`src/design/wcf_fifo.sv`:
```
// Small register-based stream queue with valid/ready on both sides.
module wcf_fifo #(
    parameter int WIDTH = 8,
    parameter int DEPTH = 4
) (
    input  logic             aclk,
    input  logic             aresetn,
    input  logic             in_valid,
    output logic             in_ready,
    input  logic [WIDTH-1:0] in_data,
    output logic             out_valid,
    input  logic             out_ready,
    output logic [WIDTH-1:0] out_data
);

    localparam int AW = (DEPTH > 1) ? $clog2(DEPTH) : 1;
    localparam int CW = $clog2(DEPTH + 1);

    logic [WIDTH-1:0] mem [DEPTH];
    logic [AW-1:0]    wr_ptr_reg, wr_ptr_next;
    logic [AW-1:0]    rd_ptr_reg, rd_ptr_next;
    logic [CW-1:0]    count_reg, count_next;
    logic             push, pop;

    assign in_ready  = (count_reg < CW'(DEPTH));
    assign out_valid = (count_reg != '0);
    assign out_data  = mem[rd_ptr_reg];
    assign push      = in_valid && in_ready;
    assign pop       = out_valid && out_ready;

    // Pointer and fill count updates.
    always_comb begin
        wr_ptr_next = wr_ptr_reg;
        rd_ptr_next = rd_ptr_reg;
        if (push) begin
            wr_ptr_next = (wr_ptr_reg == AW'(DEPTH - 1)) ? '0 : wr_ptr_reg + AW'(1);
        end
        if (pop) begin
            rd_ptr_next = (rd_ptr_reg == AW'(DEPTH - 1)) ? '0 : rd_ptr_reg + AW'(1);
        end
        count_next = count_reg + CW'(push) - CW'(pop);
    end

    always_ff @(posedge aclk) begin
        if (!aresetn) begin
            wr_ptr_reg <= '0;
            rd_ptr_reg <= '0;
            count_reg  <= '0;
        end else begin
            wr_ptr_reg <= wr_ptr_next;
            rd_ptr_reg <= rd_ptr_next;
            count_reg  <= count_next;
        end
    end

    // Storage needs no reset.
    always_ff @(posedge aclk) begin
        if (push) begin
            mem[wr_ptr_reg] <= in_data;
        end
    end

endmodule

```
`config.mk`:
```
export PLATFORM = sky130hd
export DESIGN_NAME = wcf_fifo
export DESIGN_NICKNAME = d
export VERILOG_FILES = /design/src/design/wcf_fifo.sv
export SDC_FILE = /design/constraint.sdc
export NUM_CORES = 1
export LEC_CHECK = 0
export BUFFER_PORTS_ARGS = -buffer_cell sky130_fd_sc_hd__buf_2
export CORE_UTILIZATION = 40
export DETAILED_ROUTE_END_ITERATION = 16
export PLACE_DENSITY = 0.66
export SLEW_MARGIN = 5
export SYNTH_ARGS = -nofsm -noshare
export SYNTH_HDL_FRONTEND = slang
export SYNTH_SLANG_ARGS = --single-unit
export TNS_END_PERCENT = 10
```
`constraint.sdc`:
```
create_clock -name aclk -period 4 [get_ports aclk]
set_input_delay 0.2 -clock aclk [delete_from_list [all_inputs] [get_ports aclk]]
set_output_delay 0.2 -clock aclk [all_outputs]
set_load 0.02 [all_outputs]
```
==> results by group <==
Logic synthesis
  – Top cells by area, synth: edfxtp_1 (59%), dfxtp_1 (11%), mux4_2 (11%)
  – Yosys cell types: 19
  – Synth Instances: 92
  – Synth top area share: 0.588
  – Synthesized Nets: 112
  – Register area share after synthesis: 0.698
  – Multiplexer area fraction after synthesis: 0.123
  – Mean Syn Cell Area: 17.8 um^2
  – Post-Syn Area: 1630 um^2
  – Xor/xnor cell area share of the yosys netlist: 0.0107
  – #FFs+latches synth: 41
  – Number of synthesis warnings: 0
  – Main combinational cell family by area after synthesis: multiplexers
  – Adder-Cell Fraction of Synth Area: 0.0658
  – Simple-gate area share of the yosys netlist: 0.0574
  – Synth Area in Compound Gates: 0.0138
  – Yosys top cell by area: edfxtp_1

STA
  – Final number of hold-violating endpoints: 0
  – Max-slew headroom: 0.645
  – Worst Max-Slew Pin Slew: 0.532 ns
  – RSZ-0062 raised after global routing: false
  – Sum of negative setup slack: 0 ns
  – Fin crit share: 0.554
  – Achievable Freq: 0.451 GHz
  – Tmin final: 2.22 ns
  – Final setup viols: 0
  – Final slew viol count: 0
  – Skew final: 0.00470 ns

Route
  – Final antenna-violating net count: 0
  – DR pass1 iterations: 3
  – Wire per inst: 14.1 um
  – Drt drc: 0
  – DR iter-0 viols: 55
  – DR WL met3: 93 um
  – Max Used Layer: met4
  – Routed WL: 2340 um
  – Metal2 WL: 1230 um
  – Total number of vias: 808
  – Drt via density: 4.87
  – M1 WL: 974 um

Global route
  – GR Overflow Total: 0
  – First-pass GRT wire length: 3910 um
  – Initial antenna violation count: 0
  – Tot GR Track Use: 0.129
  – Vias in the first global route: 851
  – Largest net degree at the start of global routing: 14

Layout
  – Layout Area Growth over Synthesis: 15.4%
  – # diodes: 0
  – Final instance area: 1890 um^2
  – Most frequent cells in the layout: edfxtp_1 (32), buf_2 (21), dfxtp_1 (9), inv_1 (8), mux4_2 (8)
  – Largest register FFs: 32
  – Commonest non-fill, non-tap cell in the layout: edfxtp_1
  – Non-filler cells, final: 166
  – Nets: 137
  – Share of layout cells above drive strength 1: 0.314

Pwr
  – Pint: 0.000835 W
  – VDD IR-drop max: 265 uV
  – Sw frac: 0.280
  – Seq pwr share: 0.485
  – Power density over the cells: 615 nW/um^2
  – Clock Power Share: 0.273
  – Lkg Pwr: 0.695 nW
  – Combinational power share: 0.242
  – Net Switching: 0.000324 W

Critical path
  – CP Capture Type: flip-flop
  – Critical path required time: 4.19 ns
  – CP Class: reg -> reg
  – Worst path arrival time: 2.40 ns
  – Critical Path Fanout Max: 5
  – Crit start category: flip-flop

Place
  – Post-placement cell count: 158
  – RePlAce Congestion: 0.703
  – Estimated wirelength of the detail-placed design: 1670 um
  – IO buf count: 21
  – Dpl cell area: 1780 um^2

Clock network
  – Clk_lat worst skew: 0.29 ns
  – CTS clk-pin slew, worst paths: 0.08 ns
  – CTS buffer count: 5
  – Post-CTS Setup Repair Bufs: 0
  – TritonCTS clock tree: built
  – CTS Root Cell: clkbuf_8
  – Cts repair resizes: 0
  – H-tree depth: 2
  – Clock Tree Buf Depth: 2
  – Clk sinks: 41
  – Hold Buf Count CTS: 0

Floorplanning
  – Die Y: 65.9 um
  – # rows: 22
  – # IOs: 22
  – Die area: 4340 um^2
  – Core area: 3800 um^2
  – Die X: 65.9 um
  – Initial Util: 0.430

Hold path
  – Min-Delay Path Class: in -> reg

Flow run
  – Max_cap viols: 0

Run status
  – Outcome: finished, final reports clean
==> routing by layer <==
layer,up-vias,global-route usage
li1,389,-
met1,400,0.155
met2,15,0.216
met3,4,0.0362
met4,0,0.0571
met5,-,0
==> layout make-up <==
type	instances	area (um^2)
clock inverter	2	35.0
fill	329	1910
sequential	41	1140
multi-input combinational	40	442
clock buffer	6	72.6
tap	48	60.1
inverter	8	30.0
timing repair buffer	21	105
==> per-stage QoR <==
step | hold WS [ns] | setup WS [ns] | power, W | util
global route | 0.120 | 1.60 | 0.00122 | 0.496
finish | 0.127 | 1.78 | 0.00116 | 0.496
floorplan | 0.299 | 1.93 | 0.000784 | -
detailed placement | 0.418 | 1.77 | 0.000862 | 0.468
CTS | 0.122 | 1.76 | 0.00117 | 0.496
global placement | 0.410 | 1.88 | 0.000848 | 0.468
==> worst paths after layout <==
kind,start,end,cells past startpoint,slack (ns)
max reg2reg,count_reg[2],count_reg[2],9,1.78
min,in_data[1],mem[0][1],1,0.13
min reg2reg,rd_ptr_reg[1],flip-flop,2,0.55
max,count_reg[2],count_reg[2],9,1.78
==> cell usage after synthesis <==
cell	count
and2_1	7
buf_2	1
buf_6	1
clkbuf_2	1
dfxtp_1	9
edfxtp_1	32
fa_1	1
ha_1	7
inv_1	8
mux2i_1	2
mux4_2	8
nand2_1	2
nand3_1	2
nor2_1	2
nor2b_1	3
o21ai_0	2
o31ai_2	1
or3_1	1
xnor2_1	2
==> critical path: stages, from the launching register on <==
cell and delay, ns:
dfxtp_1 0.35, o31ai_2 0.40, inv_1 0.09, ha_1 0.28, inv_1 0.04, ha_1 0.18, fa_1 0.38, xnor2_1 0.15
xnor2_1 0.12, and2_1 0.15
==> power by group through the flow <==
stage          registers (W)  clock network, W  logic (W)
2_1_floorplan       0.000544                 0   0.000240
3_3_place_gp        0.000570                 0   0.000277
3_5_place_dp        0.000575                 0   0.000287
4_1_cts             0.000565          0.000322   0.000287
5_1_grt             0.000573          0.000337   0.000314
6_report            0.000562          0.000316   0.000280
==> cells by family after synthesis <==
logic type | Yosys count
buffers and inverters | 11
adders and majority gates | 8
AOI/OAI and AO/OA | 3
xor gates and xnor gates | 2
muxes | 10
and+or+nand+nor | 17
DFF | 41
No activity file was read; power rests on OpenSTA's default activity.
