### src/design/wcf_pkg.sv
// Shared types, constants and kernel tables for the window convolution filter.
package wcf_pkg;

    // Field and port widths.
    localparam int PIX_W       = 8;
    localparam int OUT_W       = 18;
    localparam int TDATA_OUT_W = 24;
    localparam int CFG_IDX_W   = 2;
    localparam int CFG_DATA_W  = 11;
    localparam int BPP_W       = 3;
    localparam int KSEL_W      = 2;
    localparam int CH_W        = 2;
    localparam int MAX_CH      = 4;
    localparam int KDIM_W      = 3;

    // Arithmetic widths in the multiply and add tree.
    localparam int WEIGHT_W = 7;
    localparam int PROD_W   = 16;
    localparam int SUM_W    = 20;

    // Register indexes on the configuration channel.
    localparam logic [CFG_IDX_W-1:0] REG_IMAGE_WIDTH     = 2'd0;
    localparam logic [CFG_IDX_W-1:0] REG_IMAGE_HEIGHT    = 2'd1;
    localparam logic [CFG_IDX_W-1:0] REG_BYTES_PER_PIXEL = 2'd2;
    localparam logic [CFG_IDX_W-1:0] REG_KERNEL_SELECT   = 2'd3;

    // Kernel selector codes.
    localparam logic [KSEL_W-1:0] KSEL_GAUSS   = 2'd0;
    localparam logic [KSEL_W-1:0] KSEL_SOBEL_A = 2'd1;
    localparam logic [KSEL_W-1:0] KSEL_SOBEL_B = 2'd2;

    // Kernel sizes.
    localparam int GAUSS_K = 5;
    localparam int SOBEL_K = 3;

    // Reset values of the registers.
    localparam logic [CFG_DATA_W-1:0] WIDTH_RESET  = 11'd128;
    localparam logic [CFG_DATA_W-1:0] HEIGHT_RESET = 11'd128;
    localparam logic [BPP_W-1:0]      BPP_RESET    = 3'd4;

    // Weight tables, indexed [horizontal offset * size + vertical offset].
    localparam logic signed [WEIGHT_W-1:0] GAUSS_TAB [GAUSS_K*GAUSS_K] = '{
        7'sd1,  7'sd4,  7'sd7,  7'sd4,  7'sd1,
        7'sd4,  7'sd16, 7'sd26, 7'sd16, 7'sd4,
        7'sd7,  7'sd26, 7'sd41, 7'sd26, 7'sd7,
        7'sd4,  7'sd16, 7'sd26, 7'sd16, 7'sd4,
        7'sd1,  7'sd4,  7'sd7,  7'sd4,  7'sd1
    };
    localparam logic signed [WEIGHT_W-1:0] SOBEL_A_TAB [SOBEL_K*SOBEL_K] = '{
        -7'sd1, 7'sd0, 7'sd1, -7'sd2, 7'sd0, 7'sd2, -7'sd1, 7'sd0, 7'sd1
    };
    localparam logic signed [WEIGHT_W-1:0] SOBEL_B_TAB [SOBEL_K*SOBEL_K] = '{
        -7'sd1, -7'sd2, -7'sd1, 7'sd0, 7'sd0, 7'sd0, 7'sd1, 7'sd2, 7'sd1
    };

    // Control fields that travel with each byte from front to back.
    typedef struct packed {
        logic [CH_W-1:0]   ch;
        logic [KSEL_W-1:0] ksel;
        logic              emit;
        logic              last;
    } item_ctrl_t;

    // Weight at column i, row j of a 5x5 grid; the 3x3 tables sit in the
    // lower right corner so that all kernels share the newest columns and rows.
    function automatic logic signed [WEIGHT_W-1:0] kernel_weight(
        input logic [KSEL_W-1:0] ksel,
        input int                i,
        input int                j
    );
        logic signed [WEIGHT_W-1:0] w;
        int                         off;
        off = GAUSS_K - SOBEL_K;
        w   = '0;
        if (ksel == KSEL_SOBEL_A) begin
            if (i >= off && j >= off) begin
                w = SOBEL_A_TAB[(i - off) * SOBEL_K + (j - off)];
            end
        end else if (ksel == KSEL_SOBEL_B) begin
            if (i >= off && j >= off) begin
                w = SOBEL_B_TAB[(i - off) * SOBEL_K + (j - off)];
            end
        end else begin
            w = GAUSS_TAB[i * GAUSS_K + j];
        end
        return w;
    endfunction

endpackage

### src/design/wcf_mac.sv
// Back end, second half: weight products and a registered adder tree.
module wcf_mac import wcf_pkg::*; #(
    parameter int KERNEL_MAX = 5
) (
    input  logic                                             aclk,
    input  logic                                             aresetn,
    input  logic                                             in_valid,
    input  item_ctrl_t                                       in_ctrl,
    input  logic [KERNEL_MAX-1:0][KERNEL_MAX-1:0][PIX_W-1:0] in_win,
    output logic                                             out_valid,
    output logic signed [OUT_W-1:0]                          out_value,
    output logic                                             out_last
);

    localparam int OFF = GAUSS_K - KERNEL_MAX;

    logic signed [PROD_W-1:0] prod_next [KERNEL_MAX][KERNEL_MAX];
    logic signed [PROD_W-1:0] prod_reg  [KERNEL_MAX][KERNEL_MAX];
    logic signed [SUM_W-1:0]  part_next [KERNEL_MAX];
    logic signed [SUM_W-1:0]  part_reg  [KERNEL_MAX];
    logic signed [SUM_W-1:0]  total;
    logic signed [OUT_W-1:0]  value_reg;
    logic                     s3_valid_reg, s4_valid_reg, s5_valid_reg;
    logic                     s3_last_reg, s4_last_reg, s5_last_reg;

    // Products; a zero weight gives zero whatever the byte holds.
    always_comb begin
        logic signed [WEIGHT_W-1:0] wt;
        wt = '0;
        for (int i = 0; i < KERNEL_MAX; i++) begin
            for (int j = 0; j < KERNEL_MAX; j++) begin
                wt = kernel_weight(in_ctrl.ksel, i + OFF, j + OFF);
                if (wt == '0) begin
                    prod_next[i][j] = '0;
                end else begin
                    prod_next[i][j] = PROD_W'(wt) * PROD_W'($signed({1'b0, in_win[i][j]}));
                end
            end
        end
    end

    // Column sums over the window rows.
    always_comb begin
        for (int i = 0; i < KERNEL_MAX; i++) begin
            part_next[i] = '0;
            for (int j = 0; j < KERNEL_MAX; j++) begin
                part_next[i] = part_next[i] + SUM_W'(prod_reg[i][j]);
            end
        end
    end

    // Final sum across the columns.
    always_comb begin
        total = '0;
        for (int i = 0; i < KERNEL_MAX; i++) begin
            total = total + part_reg[i];
        end
    end

    always_ff @(posedge aclk) begin
        prod_reg    <= prod_next;
        part_reg    <= part_next;
        value_reg   <= $signed(total[OUT_W-1:0]);
        s3_last_reg <= in_ctrl.last;
        s4_last_reg <= s3_last_reg;
        s5_last_reg <= s4_last_reg;
    end

    // Only items that produce a result travel as valid.
    always_ff @(posedge aclk) begin
        if (!aresetn) begin
            s3_valid_reg <= 1'b0;
            s4_valid_reg <= 1'b0;
            s5_valid_reg <= 1'b0;
        end else begin
            s3_valid_reg <= in_valid && in_ctrl.emit;
            s4_valid_reg <= s3_valid_reg;
            s5_valid_reg <= s4_valid_reg;
        end
    end

    assign out_valid = s5_valid_reg;
    assign out_value = value_reg;
    assign out_last  = s5_last_reg;

endmodule

### config.mk
export PLATFORM = sky130hd
export DESIGN_NAME = wcf_mac
export DESIGN_NICKNAME = d
export VERILOG_FILES = /design/src/design/wcf_pkg.sv /design/src/design/wcf_mac.sv
export SDC_FILE = /design/constraint.sdc
export NUM_CORES = 1
export LEC_CHECK = 0
export BUFFER_PORTS_ARGS = -buffer_cell sky130_fd_sc_hd__buf_2
export CAP_MARGIN = 20
export CORE_MARGIN = 1.5
export CORE_UTILIZATION = 50
export CTS_CLUSTER_DIAMETER = 80
export DETAILED_ROUTE_END_ITERATION = 10
export GPL_ROUTABILITY_DRIVEN = 0
export PLACE_DENSITY = 0.68
export RECOVER_POWER = 100
export SLEW_MARGIN = 25
export SYNTH_ARGS = -nofsm -noshare
export SYNTH_HDL_FRONTEND = slang
export SYNTH_SLANG_ARGS = --single-unit
### constraint.sdc
create_clock -name aclk -period 9.64 [get_ports aclk]
set_clock_uncertainty 0.1 [all_clocks]
set_input_delay 0.482 -clock aclk [delete_from_list [all_inputs] [get_ports aclk]]
set_output_delay 0.482 -clock aclk [all_outputs]
set_load 0.05 [all_outputs]
==> results_dict.tcl <==
set metrics [dict create \
    fill_cells 5176 \
    io_pins 229 \
    clk_latency_ns 0.57 \
    maxCapViolations 4 \
    grt-ovfl-total 0 \
    fin_tns_setup_ns 0 \
    holdBufCountCts 45 \
    rows 89 \
    cts-root-buf "clkbuf_16" \
    ys_seq_area_share_pct 24.8 \
    portBuffers 226 \
    fin_crit_ns 7.00 \
    syn_area_per_cell_um2 9.85 \
    dp_hpwl_um 50400 \
    ant_nets 0 \
    dr.first_iter.drc_count 737 \
    gr-usage-all-layers_pct 20.6 \
    worst_pin_slew_ns 2.20 \
    grt_max_degree 114 \
    crit_path_top_delay_cell "clkbuf_1" \
    grt_pass1_vias 21300 \
    syn_area_um2 29700 \
    hold_violations 0 \
    h-tree-depth 2 \
    cp.arrival_ns 7.38 \
    fin_crit_sh_pct 72.6 \
    core_um2 58800 \
    layout.nets 4309 \
    wl_per_cell_um 14.8 \
    crit_type "input port to flop" \
    worstSetupStartpointType "input port" \
    postCtsResizedCells 0 \
    final_max_slew_viol_count 189 \
    rsz0062_at_grt "false" \
    die-area_um2 60800 \
    viasPerCell 4.88 \
    yosysWarnings 0 \
    setup_viol 0 \
    drive_above_1_share_pct 8.44 \
    grt_pass1_wl_um 101000 \
    synth_nets 4032 \
    worstPathBufferInverterCount 8 \
    crit_path_max_fanout 48 \
    violations "max-capacitance violations, max-slew violations" \
    hold_path.class "input port to flop" \
    status "complete, but fails checks" \
    fmax_mhz 143 \
    synthCells 3013 \
    cts_made_buffers 40 \
    initial_core_util_pct 50.5 \
    syn_to_final_growth_pct 12.4 \
    clk_path_buf_depth 3 \
    cts_sinks 368 \
    post-cts-setup-buffers 0 \
    fp.dieH_um 247 \
    cts_tree "yes" \
    multiInputGateArea_um2 19600 \
    ys_ff_latch 368 \
    cp_top_family "adder cells" \
    drc_errors 0 \
    dr_total_vias 20000 \
    die-width_um 247 \
    synth-edff-count 0 \
    crit_path_cell_trace "clkbuf_1 -> inv_1 -> ha_1 -> inv_1 -> clkbuf_1 -> nand2_1 -> inv_1 -> fa_1 -> inv_1 -> fa_1 -> fa_1 -> fa_1 -> inv_1 -> ha_1 -> inv_1 -> o21ai_0 -> a2111oi_2 -> o41ai_1 -> a21oi_1 -> xnor2_1" \
    synthFlopType "dfxtp_1" \
    antenna_found_initial 2 \
    dr.pass1.iters 5 \
    cp-end-kind "flop" \
    seq_area_um2 7370 \
    routed_wl_um 60600 \
    cpMostUsedCell "inv_1" \
    critical_path_required_ns 10.02 \
    largest_reg_flops 262 \
    synth-async-reset-ratio_pct 0 \
    critical_path.max_stage_delay_ns 1.21 \
    ys_types 65 \
    slew_headroom_pct -47.0 \
    path_clk_slew_ns 0.06 \
]
## cell usage after synthesis, types with 18 or more instances
cell type | number | area [um2]
dfxtp_1 | 368 | 7370
xnor2_1 | 109 | 955
ha_1 | 490 | 6130
xor2_1 | 60 | 526
nand3_1 | 18 | 90.1
a21o_1 | 61 | 458
fa_1 | 320 | 6410
a21oi_1 | 111 | 556
nand2_1 | 98 | 368
o21ai_0 | 68 | 340
nor2_1 | 121 | 454
and2_1 | 204 | 1280
o21a_1 | 18 | 135
nand2b_1 | 38 | 238
nor2b_1 | 70 | 438
clkbuf_1 | 41 | 154
inv_1 | 650 | 2440
o21bai_1 | 21 | 158
## layout make-up
cell class,instances,area share [%]
Multi-Input combinational cell,1954,58.9
Sequential cell,368,22.1
Inverter,650,7.32
Timing Repair Buffer,276,4.71
Clock buffer,51,3.28
Tap cell,773,2.90
Clock inverter,20,0.754
Antenna cell,3,0.0225
## kinds of logic (layout without fill, tap and decap cells)
family                     Yosys count  after routing  share of synthesized area [%]
buffers and inverters              691            997                           8.74
AOI/OAI and AO/OA                  371            371                           8.18
adders and majority gates          812            812                           42.3
muxes                                4              4                          0.143
xor gates and xnor gates           169            169                           4.99
and+or+nand+nor                    598            598                           10.8
DFF                                368            368                           24.8
other                                0              3                              0
## path summary, 6_finish.rpt
path                            start  slack, ns                       to  cells past startpoint
max                        in_ctrl[2]       2.64    prod_reg[205]$_DFF_P_                     20
min                       in_win[169]       0.03  prod_reg[51]$_SDFF_PN0_                      2
max reg2reg      part_reg[27]$_DFF_P_       5.36    out_value[16]$_DFF_P_                     14
min reg2reg  prod_reg[273]$_SDFF_PN0_       0.23     part_reg[61]$_DFF_P_                      0
## stage by stage
step | cells | hold WS, ns | area [um2] | setup WS, ns | utilization, %
after floorplan | 3013 | 0.210 | 29700 | 4.15 | -
after global placement | 3976 | 0.213 | 31700 | 3.78 | 53.9
after detailed placement | 3976 | 0.212 | 31700 | 3.64 | 53.9
after CTS | 4092 | 0.000276 | 33500 | 4.23 | 56.9
after global routing | 4094 | 0.00518 | 33300 | 2.10 | 56.7
final | 4095 | 0.0313 | 33300 | 2.64 | 56.7
## layout by cell type (no fill, tap or decap), types with 45 or more instances in the layout
cell type	instances
a21oi_1	112
nor2b_1	72
nor2_1	121
xor2_1	60
dfxtp_1	368
dlygate4sd3_1	45
a21o_1	61
buf_2	200
and2_0	87
inv_1	650
xnor2_1	109
and2_1	117
ha_1	490
o21ai_0	76
fa_1	320
nand2_1	98
## per-layer routing
metal / vias up / GRT usage [%] / share of wire (%) / wire [um]
li1: 10000 / - / - / -
met1: 9600 / 25.1 / 43 / 26300
met2: 254 / 38.1 / 51 / 31100
met3: 91 / 2.46 / 2.7 / 1640
met4: 0 / 5.72 / 2.7 / 1620
met5: - / 0 / 0 / 0
Power is left out: the tool's default activity adds up to more than one toggle a clock period on the data nets, which glitch-free logic cannot reach.
