### src/design/wcf_pkg.sv
// Shared types, constants and kernel tables for the window convolution filter.
package wcf_pkg;

    // Field and port widths.
    localparam int PIX_W       = 8;
    localparam int OUT_W       = 18;
    localparam int TDATA_OUT_W = 24;
    localparam int CFG_IDX_W   = 2;
    localparam int CFG_DATA_W  = 11;
    localparam int BPP_W       = 3;
    localparam int KSEL_W      = 2;
    localparam int CH_W        = 2;
    localparam int MAX_CH      = 4;
    localparam int KDIM_W      = 3;

    // Arithmetic widths in the multiply and add tree.
    localparam int WEIGHT_W = 7;
    localparam int PROD_W   = 16;
    localparam int SUM_W    = 20;

    // Register indexes on the configuration channel.
    localparam logic [CFG_IDX_W-1:0] REG_IMAGE_WIDTH     = 2'd0;
    localparam logic [CFG_IDX_W-1:0] REG_IMAGE_HEIGHT    = 2'd1;
    localparam logic [CFG_IDX_W-1:0] REG_BYTES_PER_PIXEL = 2'd2;
    localparam logic [CFG_IDX_W-1:0] REG_KERNEL_SELECT   = 2'd3;

    // Kernel selector codes.
    localparam logic [KSEL_W-1:0] KSEL_GAUSS   = 2'd0;
    localparam logic [KSEL_W-1:0] KSEL_SOBEL_A = 2'd1;
    localparam logic [KSEL_W-1:0] KSEL_SOBEL_B = 2'd2;

    // Kernel sizes.
    localparam int GAUSS_K = 5;
    localparam int SOBEL_K = 3;

    // Reset values of the registers.
    localparam logic [CFG_DATA_W-1:0] WIDTH_RESET  = 11'd128;
    localparam logic [CFG_DATA_W-1:0] HEIGHT_RESET = 11'd128;
    localparam logic [BPP_W-1:0]      BPP_RESET    = 3'd4;

    // Weight tables, indexed [horizontal offset * size + vertical offset].
    localparam logic signed [WEIGHT_W-1:0] GAUSS_TAB [GAUSS_K*GAUSS_K] = '{
        7'sd1,  7'sd4,  7'sd7,  7'sd4,  7'sd1,
        7'sd4,  7'sd16, 7'sd26, 7'sd16, 7'sd4,
        7'sd7,  7'sd26, 7'sd41, 7'sd26, 7'sd7,
        7'sd4,  7'sd16, 7'sd26, 7'sd16, 7'sd4,
        7'sd1,  7'sd4,  7'sd7,  7'sd4,  7'sd1
    };
    localparam logic signed [WEIGHT_W-1:0] SOBEL_A_TAB [SOBEL_K*SOBEL_K] = '{
        -7'sd1, 7'sd0, 7'sd1, -7'sd2, 7'sd0, 7'sd2, -7'sd1, 7'sd0, 7'sd1
    };
    localparam logic signed [WEIGHT_W-1:0] SOBEL_B_TAB [SOBEL_K*SOBEL_K] = '{
        -7'sd1, -7'sd2, -7'sd1, 7'sd0, 7'sd0, 7'sd0, 7'sd1, 7'sd2, 7'sd1
    };

    // Control fields that travel with each byte from front to back.
    typedef struct packed {
        logic [CH_W-1:0]   ch;
        logic [KSEL_W-1:0] ksel;
        logic              emit;
        logic              last;
    } item_ctrl_t;

    // Weight at column i, row j of a 5x5 grid; the 3x3 tables sit in the
    // lower right corner so that all kernels share the newest columns and rows.
    function automatic logic signed [WEIGHT_W-1:0] kernel_weight(
        input logic [KSEL_W-1:0] ksel,
        input int                i,
        input int                j
    );
        logic signed [WEIGHT_W-1:0] w;
        int                         off;
        off = GAUSS_K - SOBEL_K;
        w   = '0;
        if (ksel == KSEL_SOBEL_A) begin
            if (i >= off && j >= off) begin
                w = SOBEL_A_TAB[(i - off) * SOBEL_K + (j - off)];
            end
        end else if (ksel == KSEL_SOBEL_B) begin
            if (i >= off && j >= off) begin
                w = SOBEL_B_TAB[(i - off) * SOBEL_K + (j - off)];
            end
        end else begin
            w = GAUSS_TAB[i * GAUSS_K + j];
        end
        return w;
    endfunction

endpackage

### src/design/wcf_front.sv
// Front end: configuration registers, raster position counters and item classification.
module wcf_front import wcf_pkg::*; #(
    parameter int MAX_LINE_BYTES = 4096,
    parameter int MAX_LINES      = 1024,
    parameter int KERNEL_MAX     = 5
) (
    input  logic                          aclk,
    input  logic                          aresetn,
    input  logic                          s_tvalid,
    output logic                          s_tready,
    input  logic [PIX_W-1:0]              s_tdata,
    input  logic                          cfg_valid,
    output logic                          cfg_ready,
    input  logic [CFG_IDX_W-1:0]          cfg_index,
    input  logic [CFG_DATA_W-1:0]         cfg_data,
    output logic                          q_valid,
    input  logic                          q_ready,
    output logic [PIX_W-1:0]              q_byte,
    output logic [$clog2(MAX_LINE_BYTES)-1:0] q_col,
    output item_ctrl_t                    q_ctrl
);

    localparam int COL_W  = $clog2(MAX_LINE_BYTES);
    localparam int ROW_W  = $clog2(MAX_LINES);
    localparam int WCAP_W = $clog2(MAX_LINE_BYTES + 1);
    localparam int LW     = (WCAP_W > CFG_DATA_W) ? WCAP_W : CFG_DATA_W;
    localparam int HCAP_W = $clog2(MAX_LINES + 1);
    localparam int HW     = (HCAP_W > CFG_DATA_W) ? HCAP_W : CFG_DATA_W;

    localparam logic [LW-1:0] WCAP_1 = LW'(MAX_LINE_BYTES);
    localparam logic [LW-1:0] WCAP_2 = LW'(MAX_LINE_BYTES / 2);
    localparam logic [LW-1:0] WCAP_3 = LW'(MAX_LINE_BYTES / 3);
    localparam logic [LW-1:0] WCAP_4 = LW'(MAX_LINE_BYTES / 4);
    localparam logic [HW-1:0] HCAP   = HW'(MAX_LINES);
    localparam logic          GAUSS_FITS = (GAUSS_K <= KERNEL_MAX);

    logic [CFG_DATA_W-1:0] width_reg, width_next;
    logic [CFG_DATA_W-1:0] height_reg, height_next;
    logic [BPP_W-1:0]      bpp_reg, bpp_next;
    logic [KSEL_W-1:0]     ksel_reg, ksel_next;
    logic [COL_W-1:0]      col_reg, col_next;
    logic [COL_W-1:0]      px_reg, px_next;
    logic [CH_W-1:0]       ch_reg, ch_next;
    logic [ROW_W-1:0]      row_reg, row_next;

    logic [BPP_W-1:0]  b_eff;
    logic [CH_W-1:0]   b_last;
    logic [LW-1:0]     w_cap, w_ext, w_eff;
    logic [COL_W-1:0]  w_last;
    logic [HW-1:0]     h_ext, h_eff;
    logic [ROW_W-1:0]  h_last;
    logic [KSEL_W-1:0] ksel_item;
    logic [KDIM_W-1:0] k_last;
    logic              k_fits;
    logic              end_line, last_flag, emit_ok;
    logic              in_fire, cfg_fire;

    assign cfg_ready = 1'b1;
    assign cfg_fire  = cfg_valid && cfg_ready;
    assign s_tready  = q_ready;
    assign in_fire   = s_tvalid && s_tready;

    // Effective geometry after clamping the registers.
    always_comb begin
        if (bpp_reg == '0) begin
            b_eff = BPP_W'(1);
        end else if (bpp_reg > BPP_W'(MAX_CH)) begin
            b_eff = BPP_W'(MAX_CH);
        end else begin
            b_eff = bpp_reg;
        end
        b_last = CH_W'(b_eff - BPP_W'(1));

        unique case (b_eff)
            BPP_W'(1): w_cap = WCAP_1;
            BPP_W'(2): w_cap = WCAP_2;
            BPP_W'(3): w_cap = WCAP_3;
            default:   w_cap = WCAP_4;
        endcase

        w_ext = LW'(width_reg);
        if (w_ext == '0) begin
            w_eff = LW'(1);
        end else if (w_ext > w_cap) begin
            w_eff = w_cap;
        end else begin
            w_eff = w_ext;
        end
        w_last = COL_W'(w_eff - LW'(1));

        h_ext = HW'(height_reg);
        if (h_ext == '0) begin
            h_eff = HW'(1);
        end else if (h_ext > HCAP) begin
            h_eff = HCAP;
        end else begin
            h_eff = h_ext;
        end
        h_last = ROW_W'(h_eff - HW'(1));
    end

    // Kernel choice; the unused selector code falls back to the Gaussian.
    always_comb begin
        if (ksel_reg == KSEL_SOBEL_A || ksel_reg == KSEL_SOBEL_B) begin
            ksel_item = ksel_reg;
            k_last    = KDIM_W'(SOBEL_K - 1);
            k_fits    = 1'b1;
        end else begin
            ksel_item = KSEL_GAUSS;
            k_last    = KDIM_W'(GAUSS_K - 1);
            k_fits    = GAUSS_FITS;
        end
    end

    // Classification of the current byte.
    assign end_line  = (px_reg == w_last) && (ch_reg == b_last);
    assign last_flag = end_line && (row_reg == h_last);
    assign emit_ok   = k_fits && (px_reg >= COL_W'(k_last)) && (row_reg >= ROW_W'(k_last));

    assign q_valid = s_tvalid;
    assign q_byte  = s_tdata;
    assign q_col   = col_reg;
    assign q_ctrl  = '{ch: ch_reg, ksel: ksel_item, emit: emit_ok, last: last_flag};

    // Register writes restart the frame; accepted bytes advance the raster position.
    always_comb begin
        width_next  = width_reg;
        height_next = height_reg;
        bpp_next    = bpp_reg;
        ksel_next   = ksel_reg;
        col_next    = col_reg;
        px_next     = px_reg;
        ch_next     = ch_reg;
        row_next    = row_reg;
        if (cfg_fire) begin
            unique case (cfg_index)
                REG_IMAGE_WIDTH:     width_next  = cfg_data;
                REG_IMAGE_HEIGHT:    height_next = cfg_data;
                REG_BYTES_PER_PIXEL: bpp_next    = cfg_data[BPP_W-1:0];
                REG_KERNEL_SELECT:   ksel_next   = cfg_data[KSEL_W-1:0];
            endcase
            col_next = '0;
            px_next  = '0;
            ch_next  = '0;
            row_next = '0;
        end else if (in_fire) begin
            if (end_line) begin
                col_next = '0;
                px_next  = '0;
                ch_next  = '0;
                row_next = (row_reg == h_last) ? '0 : row_reg + ROW_W'(1);
            end else begin
                col_next = col_reg + COL_W'(1);
                if (ch_reg == b_last) begin
                    ch_next = '0;
                    px_next = px_reg + COL_W'(1);
                end else begin
                    ch_next = ch_reg + CH_W'(1);
                end
            end
        end
    end

    always_ff @(posedge aclk) begin
        if (!aresetn) begin
            width_reg  <= WIDTH_RESET;
            height_reg <= HEIGHT_RESET;
            bpp_reg    <= BPP_RESET;
            ksel_reg   <= KSEL_GAUSS;
            col_reg    <= '0;
            px_reg     <= '0;
            ch_reg     <= '0;
            row_reg    <= '0;
        end else begin
            width_reg  <= width_next;
            height_reg <= height_next;
            bpp_reg    <= bpp_next;
            ksel_reg   <= ksel_next;
            col_reg    <= col_next;
            px_reg     <= px_next;
            ch_reg     <= ch_next;
            row_reg    <= row_next;
        end
    end

endmodule

### config.mk
export PLATFORM = sky130hd
export DESIGN_NAME = wcf_front
export DESIGN_NICKNAME = d
export VERILOG_FILES = /design/src/design/wcf_pkg.sv /design/src/design/wcf_front.sv
export SDC_FILE = /design/constraint.sdc
export NUM_CORES = 1
export LEC_CHECK = 0
export BUFFER_PORTS_ARGS = -buffer_cell sky130_fd_sc_hd__buf_2
export CAP_MARGIN = 10
export CORE_MARGIN = 4
export CORE_UTILIZATION = 35
export CTS_CLUSTER_SIZE = 10
export DETAILED_ROUTE_END_ITERATION = 10
export GPL_TIMING_DRIVEN = 0
export HOLD_SLACK_MARGIN = 0.1
export PLACE_DENSITY_LB_ADDON = 0.3
export SLEW_MARGIN = 20
export SYNTH_ARGS = -nofsm -noshare
export SYNTH_HDL_FRONTEND = slang
export SYNTH_SLANG_ARGS = --single-unit
### constraint.sdc
create_clock -name aclk -period 14.1 [get_ports aclk]
set_input_delay 0.705 -clock aclk [delete_from_list [all_inputs] [get_ports aclk]]
set_output_delay 0.705 -clock aclk [all_outputs]
set_load 0.01 [all_outputs]
==> results.sh, run 1 <==
export IMPL_path_max_fanout=10
export IMPL_synth_lib_cells_used_distinct=58
export IMPL_layout_cells_most_common="sky130_fd_sc_hd__dfxtp_1"
export IMPL_reg2reg_from="bpp_reg[2]"
export IMPL_die_width_um=117
export IMPL_synth_area_leaders="sky130_fd_sc_hd__dfxtp_1 (30%), sky130_fd_sc_hd__mux2i_1 (6.7%), sky130_fd_sc_hd__ha_1 (6.0%), sky130_fd_sc_hd__xor2_1 (5.0%), sky130_fd_sc_hd__nor2_1 (4.7%)"
export IMPL_setup_violations_final=0
export IMPL_wire_per_inst_um=14.1
export IMPL_cts_htree_levels=3
export IMPL_synth_largest_type_area_fraction_pct=30.3
export IMPL_fmax_mhz=170
export IMPL_gr_usage_met1_pct=19.5
export IMPL_area_delta_synth_final_pct=17.4
export IMPL_boundaryPins=55
export IMPL_postSynth_asyncResetShare_pct=0
export IMPL_dp_worst_setup_slack_ps=8590
export IMPL_critPathRequiredTime_ps=13400
export IMPL_tritoncts="yes"
export IMPL_cts_max_path_buffers=2
export IMPL_pwr_density_cell_nw_per_um2=97.8
export IMPL_total_leakage_power_nw=1.99
export IMPL_postSynthNetCount=557
export IMPL_grt_total_usage_pct=15.4
export IMPL_die_h_um=117
export IMPL_numClockSinks=63
export IMPL_seq_area_frac_synth_pct=30.3
export IMPL_timing_reg2reg_worst_path_depth=19
export IMPL_global_route_wire_length_before_repair_mm=16.8
export IMPL_worst_setup_path_startpoint="bpp_reg[2]"
export IMPL_critPathLaunchType="flop"
export IMPL_detailed_place_hpwl_mm=7.80
export IMPL_synth_seq_cells=63
export IMPL_layout_worst_path_cycle_share_pct=41.7
export IMPL_final_period_minus_worst_setup_slack_ps=5890
export IMPL_global_routing_s_busiest_layer="met2"
export IMPL_skew_ps=8.17
export IMPL_portBuffers=45
export IMPL_start_util_pct=36.2
export IMPL_worstSetupPathType="reg -> out"
export IMPL_worst_hold_path_num_cells=2
export IMPL_routed_via_density=5.25
export IMPL_slew_violations=0
export IMPL_fin_nets=613
export IMPL_drcViolationCount=0
export IMPL_routabilityCongestion=0.908
export IMPL_design_die_area_um2=13700
export IMPL_syn_inst=511
export IMPL_grt_setup_unrepaired="no"
export IMPL_drv_max_cap_violation_count=0
export IMPL_hp_class="reg -> reg"
export IMPL_finalSetupTns_ps=0
export IMPL_grtUsageMet3_pct=3.08
export IMPL_synth_enable_flop_cells=0
export IMPL_postCtsSetupRepairBufs=0
export IMPL_via_count_of_the_first_global_routing_pass=3491
export IMPL_result_of_the_run="completed"
export IMPL_postSynthAreaPerCell_um2=8.16
export IMPL_globalRoute_totalOverflow=0
export IMPL_synth_warning_count=0
export IMPL_reg2reg_slack_ps=8550
export IMPL_ir_worst_vdd_mv=0.0572
export IMPL_synth_main_ff_cell="sky130_fd_sc_hd__dfxtp_1"
export IMPL_synthDominantAreaCellType="sky130_fd_sc_hd__dfxtp_1"
export IMPL_num_fill_cells=1158
export IMPL_place_detailed_instances=699
export IMPL_core_region_area_um2=11500
export IMPL_antenna_found_initial=0
export IMPL_grt_start_max_net_pins=13
export IMPL_timing_critical_path_arrival_ps=5180
export IMPL_setup_slack_ps=8210
export IMPL_clkLatencyLatePin_ps=330
export IMPL_post_cts_resize_count=0
export IMPL_vias=3757
export IMPL_grt_met2_usage_pct=26.3
export IMPL_drtPass1Iterations=4
export IMPL_first_iter_violations=138
export IMPL_cp_end_kind="primary output"
export IMPL_hp_start="q_col[1]"
export IMPL_hold_viol_final=0
export IMPL_postCtsHoldBufs=0
export IMPL_worstMarginPinSlew_ps=730
export IMPL_num_antenna_cells=0
export IMPL_postRouteWirelength_mm=10.1
export IMPL_fraction_of_layout_instances_using_a_drive_strength_above_1_pct=15.4
export IMPL_placement_rows=39
export IMPL_synth_area_um2=4170
export IMPL_numCtsBuffers=9
export IMPL_layoutNonFillerInstCount=715
export IMPL_most_common_layout_cells="sky130_fd_sc_hd__dfxtp_1 (63), sky130_fd_sc_hd__nor2_1 (52), sky130_fd_sc_hd__buf_2 (45), sky130_fd_sc_hd__nand2_1 (41), sky130_fd_sc_hd__a21oi_1 (31)"
export IMPL_ant_nets=0
export IMPL_reg_clk_slew_reported_paths_ps=60
export IMPL_max_slew_margin_rel_pct=51.0
export IMPL_clk_root_buffer_cell="sky130_fd_sc_hd__clkbuf_16"
## critical path: stages (launching register included)
cell	delay, ps
sky130_fd_sc_hd__dfxtp_1	350
sky130_fd_sc_hd__a21oi_1	310
sky130_fd_sc_hd__ha_1	230
sky130_fd_sc_hd__nand2b_1	220
sky130_fd_sc_hd__ha_1	370
sky130_fd_sc_hd__a211o_1	300
sky130_fd_sc_hd__a221o_1	320
sky130_fd_sc_hd__a22oi_1	220
sky130_fd_sc_hd__buf_4	210
sky130_fd_sc_hd__nor3_1	70
sky130_fd_sc_hd__a211oi_2	350
sky130_fd_sc_hd__ha_1	300
sky130_fd_sc_hd__nand3b_1	120
sky130_fd_sc_hd__mux2i_1	160
sky130_fd_sc_hd__a21oi_1	110
sky130_fd_sc_hd__a211o_1	240
sky130_fd_sc_hd__a21oi_1	400
sky130_fd_sc_hd__nand2_1	210
sky130_fd_sc_hd__nor2_1	140
sky130_fd_sc_hd__buf_4	110
sky130_fd_sc_hd__buf_2	110
## metrics by stage
step	hold slack (ps)	util [%]	total power, mW	instance area (um^2)
finish	495	42.5	0.478	4890
global route	550	42.5	0.499	4890
CTS	497	42.5	0.484	4890
detailed placement	490	39.7	0.245	4570
global placement	491	39.7	0.244	4570
floorplan	486	-	0.230	4170
## where the power goes
| group | switching, mW | total [mW] | internal (mW) | leakage (nW) |
|---|---|---|---|---|
| Clock | 0.0818 | 0.237 | 0.155 | 0.160 |
| Combinational | 0.0309 | 0.0567 | 0.0258 | 1.32 |
| Sequential | 0.00383 | 0.185 | 0.181 | 0.510 |
| Total | 0.117 | 0.478 | 0.362 | 1.99 |
## cell type report
class	count	area [um^2]	area share, %
timing repair buffer	45	225	4.60
clock inverter	7	96.3	1.97
clock buffer	9	225	4.60
multi-input combinational	398	2650	54.2
tap	143	179	3.66
inverter	15	56.3	1.15
buffer	35	199	4.07
sequential	63	1260	25.8
## cell usage after synthesis (all sizes together) (12+ instances only)
master	instances
buf	17
clkbuf	18
nand2	41
nand3	13
xnor2	22
o21ai	23
inv	15
mux2i	28
ha	20
a21oi	32
nor2	52
nor4	12
xor2	24
nor3	16
dfxtp	63
nor2b	27
## metal layers
layer  routed length [um]  up-vias
li1                     -     1899
met1                 4560     1759
met2                 4920       90
met3                  445        9
met4                  126        0
met5                    0        -
## worst paths after layout
kind / endpoint
hold reg to reg: q_col[1]
setup reg to reg: row_reg[9]
hold / removal: q_col[1]
setup / recovery: q_ctrl[0]
## logic make-up (layout without fill, tap and decap cells)
logic type	count (synthesis)	after routing	synth area share, %
AND/OR/NAND/NOR	211	211	26.7
AO/OA/AOI/OAI	91	91	13.8
flip-flops	63	63	30.3
buffers and inverters	50	111	6.12
XOR/XNOR	47	47	10.2
multiplexers	28	28	6.72
adder cells (fa/ha/maj)	20	20	6.00
other	1	1	0.0900
Power figures use the tool's default switching activity.
==> inputs of run 2 (changes only) <==
==> constraint.sdc (replaced) <==
create_clock -name aclk -period 5.9 [get_ports aclk]
set_input_delay 0.295 -clock aclk [delete_from_list [all_inputs] [get_ports aclk]]
set_output_delay 0.295 -clock aclk [all_outputs]
set_load 0.01 [all_outputs]
==> run 2 against run 1 <==
Compared with the run above:
- clock power is 140% higher
- largest power group unchanged
- design area is 0.15% higher
- cell count stayed put
- critical endpoint unchanged
==> results.sh, run 2 (synthesized netlist as in run 1, its figures left out) <==
export IMPL_slew_violations=0
export IMPL_skew_ps=7.09
export IMPL_layout_cells_most_common="sky130_fd_sc_hd__dfxtp_1"
export IMPL_die_h_um=117
export IMPL_cts_htree_levels=3
export IMPL_clkLatencyLatePin_ps=330
export IMPL_core_region_area_um2=11500
export IMPL_setup_violations_final=0
export IMPL_numCtsBuffers=9
export IMPL_drv_max_cap_violation_count=0
export IMPL_grt_start_max_net_pins=13
export IMPL_place_detailed_instances=699
export IMPL_die_width_um=117
export IMPL_path_max_fanout=10
export IMPL_finalSetupTns_ps=0
export IMPL_cp_end_kind="primary output"
export IMPL_clk_root_buffer_cell="sky130_fd_sc_hd__clkbuf_16"
export IMPL_critPathLaunchType="flop"
export IMPL_postRouteWirelength_mm=10.1
export IMPL_routabilityCongestion=0.908
export IMPL_drcViolationCount=0
export IMPL_grt_setup_unrepaired="no"
export IMPL_design_die_area_um2=13700
export IMPL_tritoncts="yes"
export IMPL_portBuffers=45
export IMPL_antenna_found_initial=0
export IMPL_cts_max_path_buffers=2
export IMPL_hold_viol_final=0
export IMPL_drtPass1Iterations=6
export IMPL_via_count_of_the_first_global_routing_pass=3491
export IMPL_start_util_pct=36.2
export IMPL_grt_total_usage_pct=15.4
export IMPL_fmax_mhz=188
export IMPL_wire_per_inst_um=14.1
export IMPL_final_period_minus_worst_setup_slack_ps=5320
export IMPL_cp_cell_sequence="a21oi_1, ha_1, nand2b_1, ha_1, a211o_1, a221o_1, a22oi_1, buf_4, nor3_1, a211oi_2, ha_1, nand3b_1, mux2i_1, a21oi_1, a211o_1, a21oi_2, nand2_1, nor2_1, buf_4, buf_2"
export IMPL_critical_path_n_buffers_inverters=3
export IMPL_max_slew_margin_rel_pct=53.4
export IMPL_timing_critical_path_arrival_ps=5030
export IMPL_worstSetupPathType="reg -> out"
export IMPL_path_delay_family="compound AO/OA/AOI/OAI gates"
export IMPL_hp_class="in -> reg"
export IMPL_crit_top_cell="sky130_fd_sc_hd__ha_1"
export IMPL_reg_clk_slew_reported_paths_ps=60
export IMPL_setup_slack_ps=579
export IMPL_num_antenna_cells=0
export IMPL_numClockSinks=63
export IMPL_vias=3708
export IMPL_total_leakage_power_nw=1.99
export IMPL_dp_worst_setup_slack_ps=415
export IMPL_worstMarginPinSlew_ps=699
export IMPL_area_delta_synth_final_pct=17.6
export IMPL_detailed_place_hpwl_mm=7.80
export IMPL_critical_path_max_stage_delay_ps=370
export IMPL_layoutNonFillerInstCount=715
export IMPL_critical_path_slowest_cell="sky130_fd_sc_hd__ha_1"
export IMPL_globalRoute_totalOverflow=0
export IMPL_fin_nets=613
export IMPL_placement_rows=39
export IMPL_ir_worst_vdd_mv=0.137
export IMPL_boundaryPins=55
export IMPL_pwr_density_cell_nw_per_um2=233
export IMPL_ant_nets=0
export IMPL_critPathRequiredTime_ps=5610
export IMPL_most_common_layout_cells="sky130_fd_sc_hd__dfxtp_1 (63), sky130_fd_sc_hd__nor2_1 (52), sky130_fd_sc_hd__buf_2 (45), sky130_fd_sc_hd__nand2_1 (41), sky130_fd_sc_hd__a21oi_1 (30)"
export IMPL_first_iter_violations=136
export IMPL_fraction_of_layout_instances_using_a_drive_strength_above_1_pct=15.7
export IMPL_routed_via_density=5.19
export IMPL_global_route_wire_length_before_repair_mm=16.8
export IMPL_result_of_the_run="completed"
export IMPL_layout_worst_path_cycle_share_pct=90.2
-- run 2: repair_timing --
action	4_1_cts	5_1_grt
resized for setup	0	2
setup buffers	0	0
endpoints found under the setup margin	0	3
hold buffers	0	0
-- run 2: worst paths after layout --
path                    start    endpoint  slack [ps]  cells past startpoint
setup / recovery   bpp_reg[2]   q_ctrl[0]         580                     20
hold / removal    cfg_data[7]    h_ext[7]         220                      3
setup reg to reg   bpp_reg[2]  row_reg[9]         660                     20
hold reg to reg      q_col[1]    q_col[1]         500                      2
-- run 2: power breakdown --
| group | internal [mW] | leakage, nW | switching, mW |
|---|---|---|---|
| registers | 0.433 | 0.510 | 0.00915 |
| logic | 0.0620 | 1.32 | 0.0745 |
| clock network | 0.371 | 0.160 | 0.194 |
| total | 0.865 | 1.99 | 0.278 |
-- run 2: cell type report --
type                            instances  area, um^2
Tap cell                              143         179
Timing Repair Buffer                   45         225
Buffer                                 35         199
Inverter                               15        56.3
Multi-Input combinational cell        398        2660
Fill cell                            1155        6620
Clock buffer                            9         225
Clock inverter                          7        96.3
Sequential cell                        63        1260
-- run 2: routing by layer --
layer / GRT usage (%) / routed length, um / vias to the layer above
met5: 0 / 0 / -
li1: - / - / 1891
met4: 4.89 / 86 / 0
met3: 3.08 / 406 / 6
met1: 19.5 / 4600 / 1745
met2: 26.3 / 4970 / 66
-- run 2: stage by stage --
stage	power, mW	hold WS (ps)	utilization [%]	area (um^2)
after floorplan	0.549	420	-	4170
final	1.14	217	42.6	4900
after global placement	0.582	491	39.7	4570
after detailed placement	0.586	490	39.7	4570
after global routing	1.19	238	42.6	4900
after CTS	1.16	210	42.5	4890
-- run 2: worst reg2reg max path, stage by stage (launching register included) --
cell	delay [ps]
sky130_fd_sc_hd__dfxtp_1	350
sky130_fd_sc_hd__a21oi_1	310
sky130_fd_sc_hd__ha_1	240
sky130_fd_sc_hd__nand2b_1	220
sky130_fd_sc_hd__ha_1	370
sky130_fd_sc_hd__a211o_1	300
sky130_fd_sc_hd__a221o_1	320
sky130_fd_sc_hd__a22oi_1	210
sky130_fd_sc_hd__buf_4	210
sky130_fd_sc_hd__nor3_1	70
sky130_fd_sc_hd__a211oi_2	350
sky130_fd_sc_hd__ha_1	300
sky130_fd_sc_hd__nand3b_1	120
sky130_fd_sc_hd__mux2i_1	160
sky130_fd_sc_hd__a21oi_1	110
sky130_fd_sc_hd__a211o_1	260
sky130_fd_sc_hd__a21oi_2	270
sky130_fd_sc_hd__nand3_2	230
sky130_fd_sc_hd__clkbuf_1	300
sky130_fd_sc_hd__o21a_1	250
sky130_fd_sc_hd__o21ba_2	200
